### config.mk
export PLATFORM = sky130hd
export DESIGN_NAME = pca_cell
export DESIGN_NICKNAME = d
export VERILOG_FILES = /design/src/design/pca_projection_engine_assert.svh /design/src/design/pca_pkg.sv /design/src/design/pca_cell.sv
export SDC_FILE = /design/constraint.sdc
export NUM_CORES = 1
export LEC_CHECK = 0
export ABC_AREA = 1
export BUFFER_PORTS_ARGS = -buffer_cell sky130_fd_sc_hd__buf_2
export CAP_MARGIN = 20
export CORE_MARGIN = 4
export CORE_UTILIZATION = 51
export CTS_CLUSTER_DIAMETER = 40
export CTS_CLUSTER_SIZE = 25
export DETAILED_ROUTE_END_ITERATION = 7
export PLACE_DENSITY = 0.79
export REMOVE_ABC_BUFFERS = 1
export SLEW_MARGIN = 20
export SYNTH_ARGS = -nofsm -noshare
export SYNTH_HDL_FRONTEND = slang
export SYNTH_SLANG_ARGS = --single-unit
### constraint.sdc
create_clock -name clk -period 2.1 [get_ports clk]
set_input_delay 0.315 -clock clk [delete_from_list [all_inputs] [get_ports clk]]
set_output_delay 0.315 -clock clk [all_outputs]
set_load 0.1 [all_outputs]
### src/design/pca_projection_engine_assert.svh
// Assertion macros used by the projection engine top level
`ifndef PCA_PROJECTION_ENGINE_ASSERT_SVH
`define PCA_PROJECTION_ENGINE_ASSERT_SVH
// implication checked on every rising clock edge outside reset
`define PCA_ASSERT_IMP(label, clk, rst_n, ante, cons) \
	label: assert property (@(posedge clk) disable iff (!rst_n) (ante) |-> (cons)) \
		else $error("assertion failed");
// implication whose consequent is checked in the cycle after the antecedent
`define PCA_ASSERT_NEXT(label, clk, rst_n, ante, cons) \
	label: assert property (@(posedge clk) disable iff (!rst_n) (ante) |=> (cons)) \
		else $error("assertion failed");
`endif

### src/design/pca_pkg.sv
// Shared types and constants of the projection engine
package pca_pkg;
	localparam int unsigned MaxFeatures   = 256;
	localparam int unsigned MaxComponents = 64;

	localparam logic [1:0] OpLoadMean   = 2'd0;
	localparam logic [1:0] OpLoadWeight = 2'd1;
	localparam logic [1:0] OpFeature    = 2'd2;
	localparam logic [1:0] OpReserved   = 2'd3;

	localparam logic RegFeatureCount   = 1'b0;
	localparam logic RegComponentCount = 1'b1;

	typedef enum logic [1:0] {
		ST_IDLE,
		ST_FETCH,
		ST_RUN,
		ST_EMIT
	} state_t;

	// command given to each cell of the row every cycle
	typedef struct packed {
		logic valid;
		logic clear;
	} cell_ctl_t;

	typedef struct packed {
		logic [5:0]  component;
		logic [31:0] score;
		logic        saturated;
		logic        final_res;
	} result_t;

	typedef struct packed {
		logic [1:0]  op;
		logic [7:0]  feature_index;
		logic [5:0]  component_index;
		logic [31:0] value;
		logic        vector_end;
	} item_t;
endpackage

### src/design/pca_cell.sv
// One accumulator cell: adds a shifted product, hands its score down, or clears
module pca_cell (
	input  logic                clk,
	input  logic                arst_n,
	input  pca_pkg::cell_ctl_t  ctl,
	input  logic signed [63:0]  addend,
	input  logic                shift,
	input  logic signed [63:0]  shift_in,
	output logic signed [63:0]  acc
);
	logic signed [63:0] acc_q;
	logic signed [63:0] sum;
	logic               ovf;

	assign sum = acc_q + addend;
	assign ovf = (acc_q[63] == addend[63]) && (sum[63] != acc_q[63]);
	assign acc = acc_q;

	always_ff @(posedge clk or negedge arst_n) begin
		if (!arst_n) begin
			acc_q <= '0;
		end else if (ctl.clear) begin
			acc_q <= '0;
		end else if (shift) begin
			acc_q <= shift_in;
		end else if (ctl.valid) begin
			if (ovf) acc_q <= acc_q[63] ? {1'b1, 63'd0} : {1'b0, {63{1'b1}}};
			else acc_q <= sum;
		end
	end
endmodule
==> qor.csv <==
stage;metric;value;unit
outcome;status;complete, but fails checks;
outcome;failing checks;negative hold slack, negative setup slack;
synthesis;Synth Area in Compound Gates;0.116;
placement;number of port buffers;196;
synthesis;YS warnings;0;
clock_network;CTS max path bufs;2;
setup_path;CP Launch Type;register;
grt;initial antenna violation count;0;
timing;Worst Skew;0.0106;ns
final_layout;final std cells w/o fill;2243;
setup_path;FF-to-FF setup slack;-0.51;ns
setup_path;largest fanout on the critical path;6;
setup_path;Critical Path Source;acc[40];
clock_network;CTS tree;built;
timing;WHS;-0.0211;ns
die;Die Width;138;um
die;die area;19100;um^2
timing;Tmin final;2.61;ns
synthesis;ranking of synthesized cells by area;nand2_1 (23%), dfrtp_1 (19%), nor2_1 (9.9%);
timing;Final WS setup;-0.506;ns
synthesis;Synth Instances;1489;
synthesis;number of enable flip-flop cells after synthesis;0;
synthesis;top-count cell post-synth;nand2_1;
die;Starting Density;0.521;
placement;RePlAce Congestion;1.03;
final_layout;cell area after layout;14200;um^2
die;I/O pin total;197;
final_layout;Ant. Diodes;0;
grt;largest net degree at the start of global routing;65;
timing;hold violation count in the final report;11;
detailed_routing;Post-Route WL;44200;um
power_and_ir_drop;Worst VDD drop;0.694;mV
clock_network;CTS Buf Count;9;
setup_path;CP endpoint kind;register;
power_and_ir_drop;Leakage;7.54;nW
run;max-cap violations;0;
synthesis;Top FF cell, synth;dfrtp_1;
setup_path;Crit Path Class;register to register;
final_layout;final core utilization;0.858;
grt;remaining global-route overflow;0;
setup_path;Critical Path AT;2.84;ns
grt;first-pass GRT wire length;58600;um
final_layout;fin nets;2215;
clock_network;Clock Latency Late Sink;0.35;ns
clock_network;clock sink count;64;
synthesis;largest family of logic cells by synthesized area;simple AND/OR/NAND/NOR gates;
synthesis;simple-gate share of the synthesized area;0.470;
detailed_routing;Routed Antenna Nets;0;
detailed_routing;WL per Instance;19.7;um
synthesis;Seq/Total Area, Yosys;0.185;
timing;Final setup violation count;64;
grt;vias in the first global route;11623;
synthesis;post-synthesis share of cell area spent on xor and xnor gates;0.0365;
synthesis;multiplexer share of the synthesized area;0;
clock_network;Post-CTS Hold Fix Bufs;0;
synthesis;asr flop ratio synth;1.00;
detailed_routing;Iteration-0 DRC Markers;1546;
detailed_routing;vias per cell;5.79;
synthesis;#FFs+latches synth;64;
grt;all-layer global routing usage;0.375;
die;cell row count;47;
placement;DP Area;12100;um^2
setup_path;Worst Path Required;2.33;ns
placement;dpl cells;2186;
clock_network;CTS root buf;clkbuf_16;
timing;unrepaired setup endpoints after global routing;true;
placement;post-DP HPWL;28200;um
detailed_routing;DRC;0;
detailed_routing;1st-pass router iterations;6;
clock_network;H-tree levels;3;
die;Core ar.;16600;um^2
timing;fin. max-slew vios;0;
final_layout;share of cells above drive strength 1;0.424;
min_path;Hold Crit Class;input port to asynchronous set/reset pin;
timing;Fin Setup TNS;-27.03;ns
final_layout;Syn-to-layout area delta;64.6;%
power_and_ir_drop;Pwr Density;790;nW/um^2
timing;fin crit share;1.24;
synthesis;post-synthesis adder-cell area fraction;0.0935;
synthesis;Commonest cells post-synth;nand2_1 (529), nor2_1 (227), inv_1 (169), a21oi_1 (78), nand3_1 (69);
final_layout;max FFs per register;64;
synthesis;Post-Syn Area per Cell;5.80;um^2
die;Die Span Y;138;um
synthesis;cell taking the most area after synthesis;nand2_1;
setup_path;Reg-to-Reg End;acc[40];
final_layout;Filler Cell Count;992;
synthesis;Synth cell types;41;
setup_path;Reg2Reg Depth;16;
detailed_routing;detailed-route via count;12993;
clock_network;Reg clk slew, reported paths;0.06;ns
timing;Slew @ Worst Pin;0.808;ns
synthesis;Post-Syn Area;8640;um^2
synthesis;Synth top area share;0.230;
timing;Rel. slew slack;0.461;
setup_path;RR Startpoint;acc[40];
timing;Max Freq;384;MHz
## through the flow
stage          power, mW  hold WS, ns  worst slack [ns]
6_report            11.2      -0.0211            -0.506
5_1_grt             11.7       0.0217            -0.547
4_1_cts             10.3      0.00251            -0.238
3_5_place_dp        7.99        0.369            -0.517
3_3_place_gp        7.89        0.363            -0.495
2_1_floorplan       5.46       0.0194             -1.63
## metal layers
metal  up-vias  track usage  wire (um)
met3       258       0.0487       5200
met1      5930        0.506      16400
met2      1046        0.618      19900
li1       5759            -          -
met5         -            0          0
met4         0        0.137       2770
## report_power, final
group / internal, mW / switching (mW)
logic: 3.00 / 4.83
clock network: 1.14 / 0.643
registers: 1.42 / 0.210
## worst max-delay path, cell delays in order, from the launching register on
cell and delay [ns]:
dfrtp_1 0.41, ha_4 0.24, nand2_1 0.11, nand2_1 0.11, nand2_1 0.10, nand2_2 0.08, a21oi_4 0.17, nand2_4 0.08
a21oi_4 0.21, buf_6 0.14, nand3_4 0.11, nor2_8 0.20, buf_12 0.15, clkbuf_16 0.16, nor2_1 0.05, nand2_1 0.08
nand2_1 0.06
## how the worst max path moves through the flow
stage | end | cells past startpoint
floorplan | acc[32] | 6
global placement | acc[46] | 11
detailed placement | acc[46] | 14
CTS | acc[47] | 16
global route | acc[37] | 16
finish | acc[40] | 16
## cells by family (layout without fill, tap and decap cells)
logic type               count (synthesis)  in the layout
flip-flops                              64             64
XOR/XNOR                                36             36
adder cells (fa/ha/maj)                 64             64
buffers and inverters                  206            740
AND/OR/NAND/NOR                        940            940
AO/OA/AOI/OAI                          179            179
## placed cells by master (no fill, tap or decap), types with 12 or more instances in the layout
master	count
nand2_1	478
buf_4	326
buf_2	196
nor2_1	193
inv_1	166
nand2_2	78
dfrtp_1	59
nand3_1	55
a21oi_1	52
ha_4	52
o21ai_0	42
nand3_2	34
nor2_2	33
xnor2_1	31
a21oi_2	28
o21ai_1	20
nand4_1	15
o21bai_1	14
clkbuf_16	14
nand2_4	12
## layout make-up
type	instances	area, um^2	share of cell area
Inverter	178	692	0.0486
Timing Repair Buffer	546	3870	0.272
Sequential cell	64	1610	0.113
Clock inverter	2	60.1	0.00422
Multi-Input combinational cell	1219	7450	0.524
Clock buffer	14	274	0.0193
Tap cell	220	275	0.0194
## repair_timing
action / 4_1_cts / 5_1_grt
endpoints found under the setup margin: 64 / 64
setup buffers: 15 / 21
gates cloned: 2 / 6
resized for setup: 122 / 152
pin swaps: 17 / 20
(Power assumes the default switching activity.)
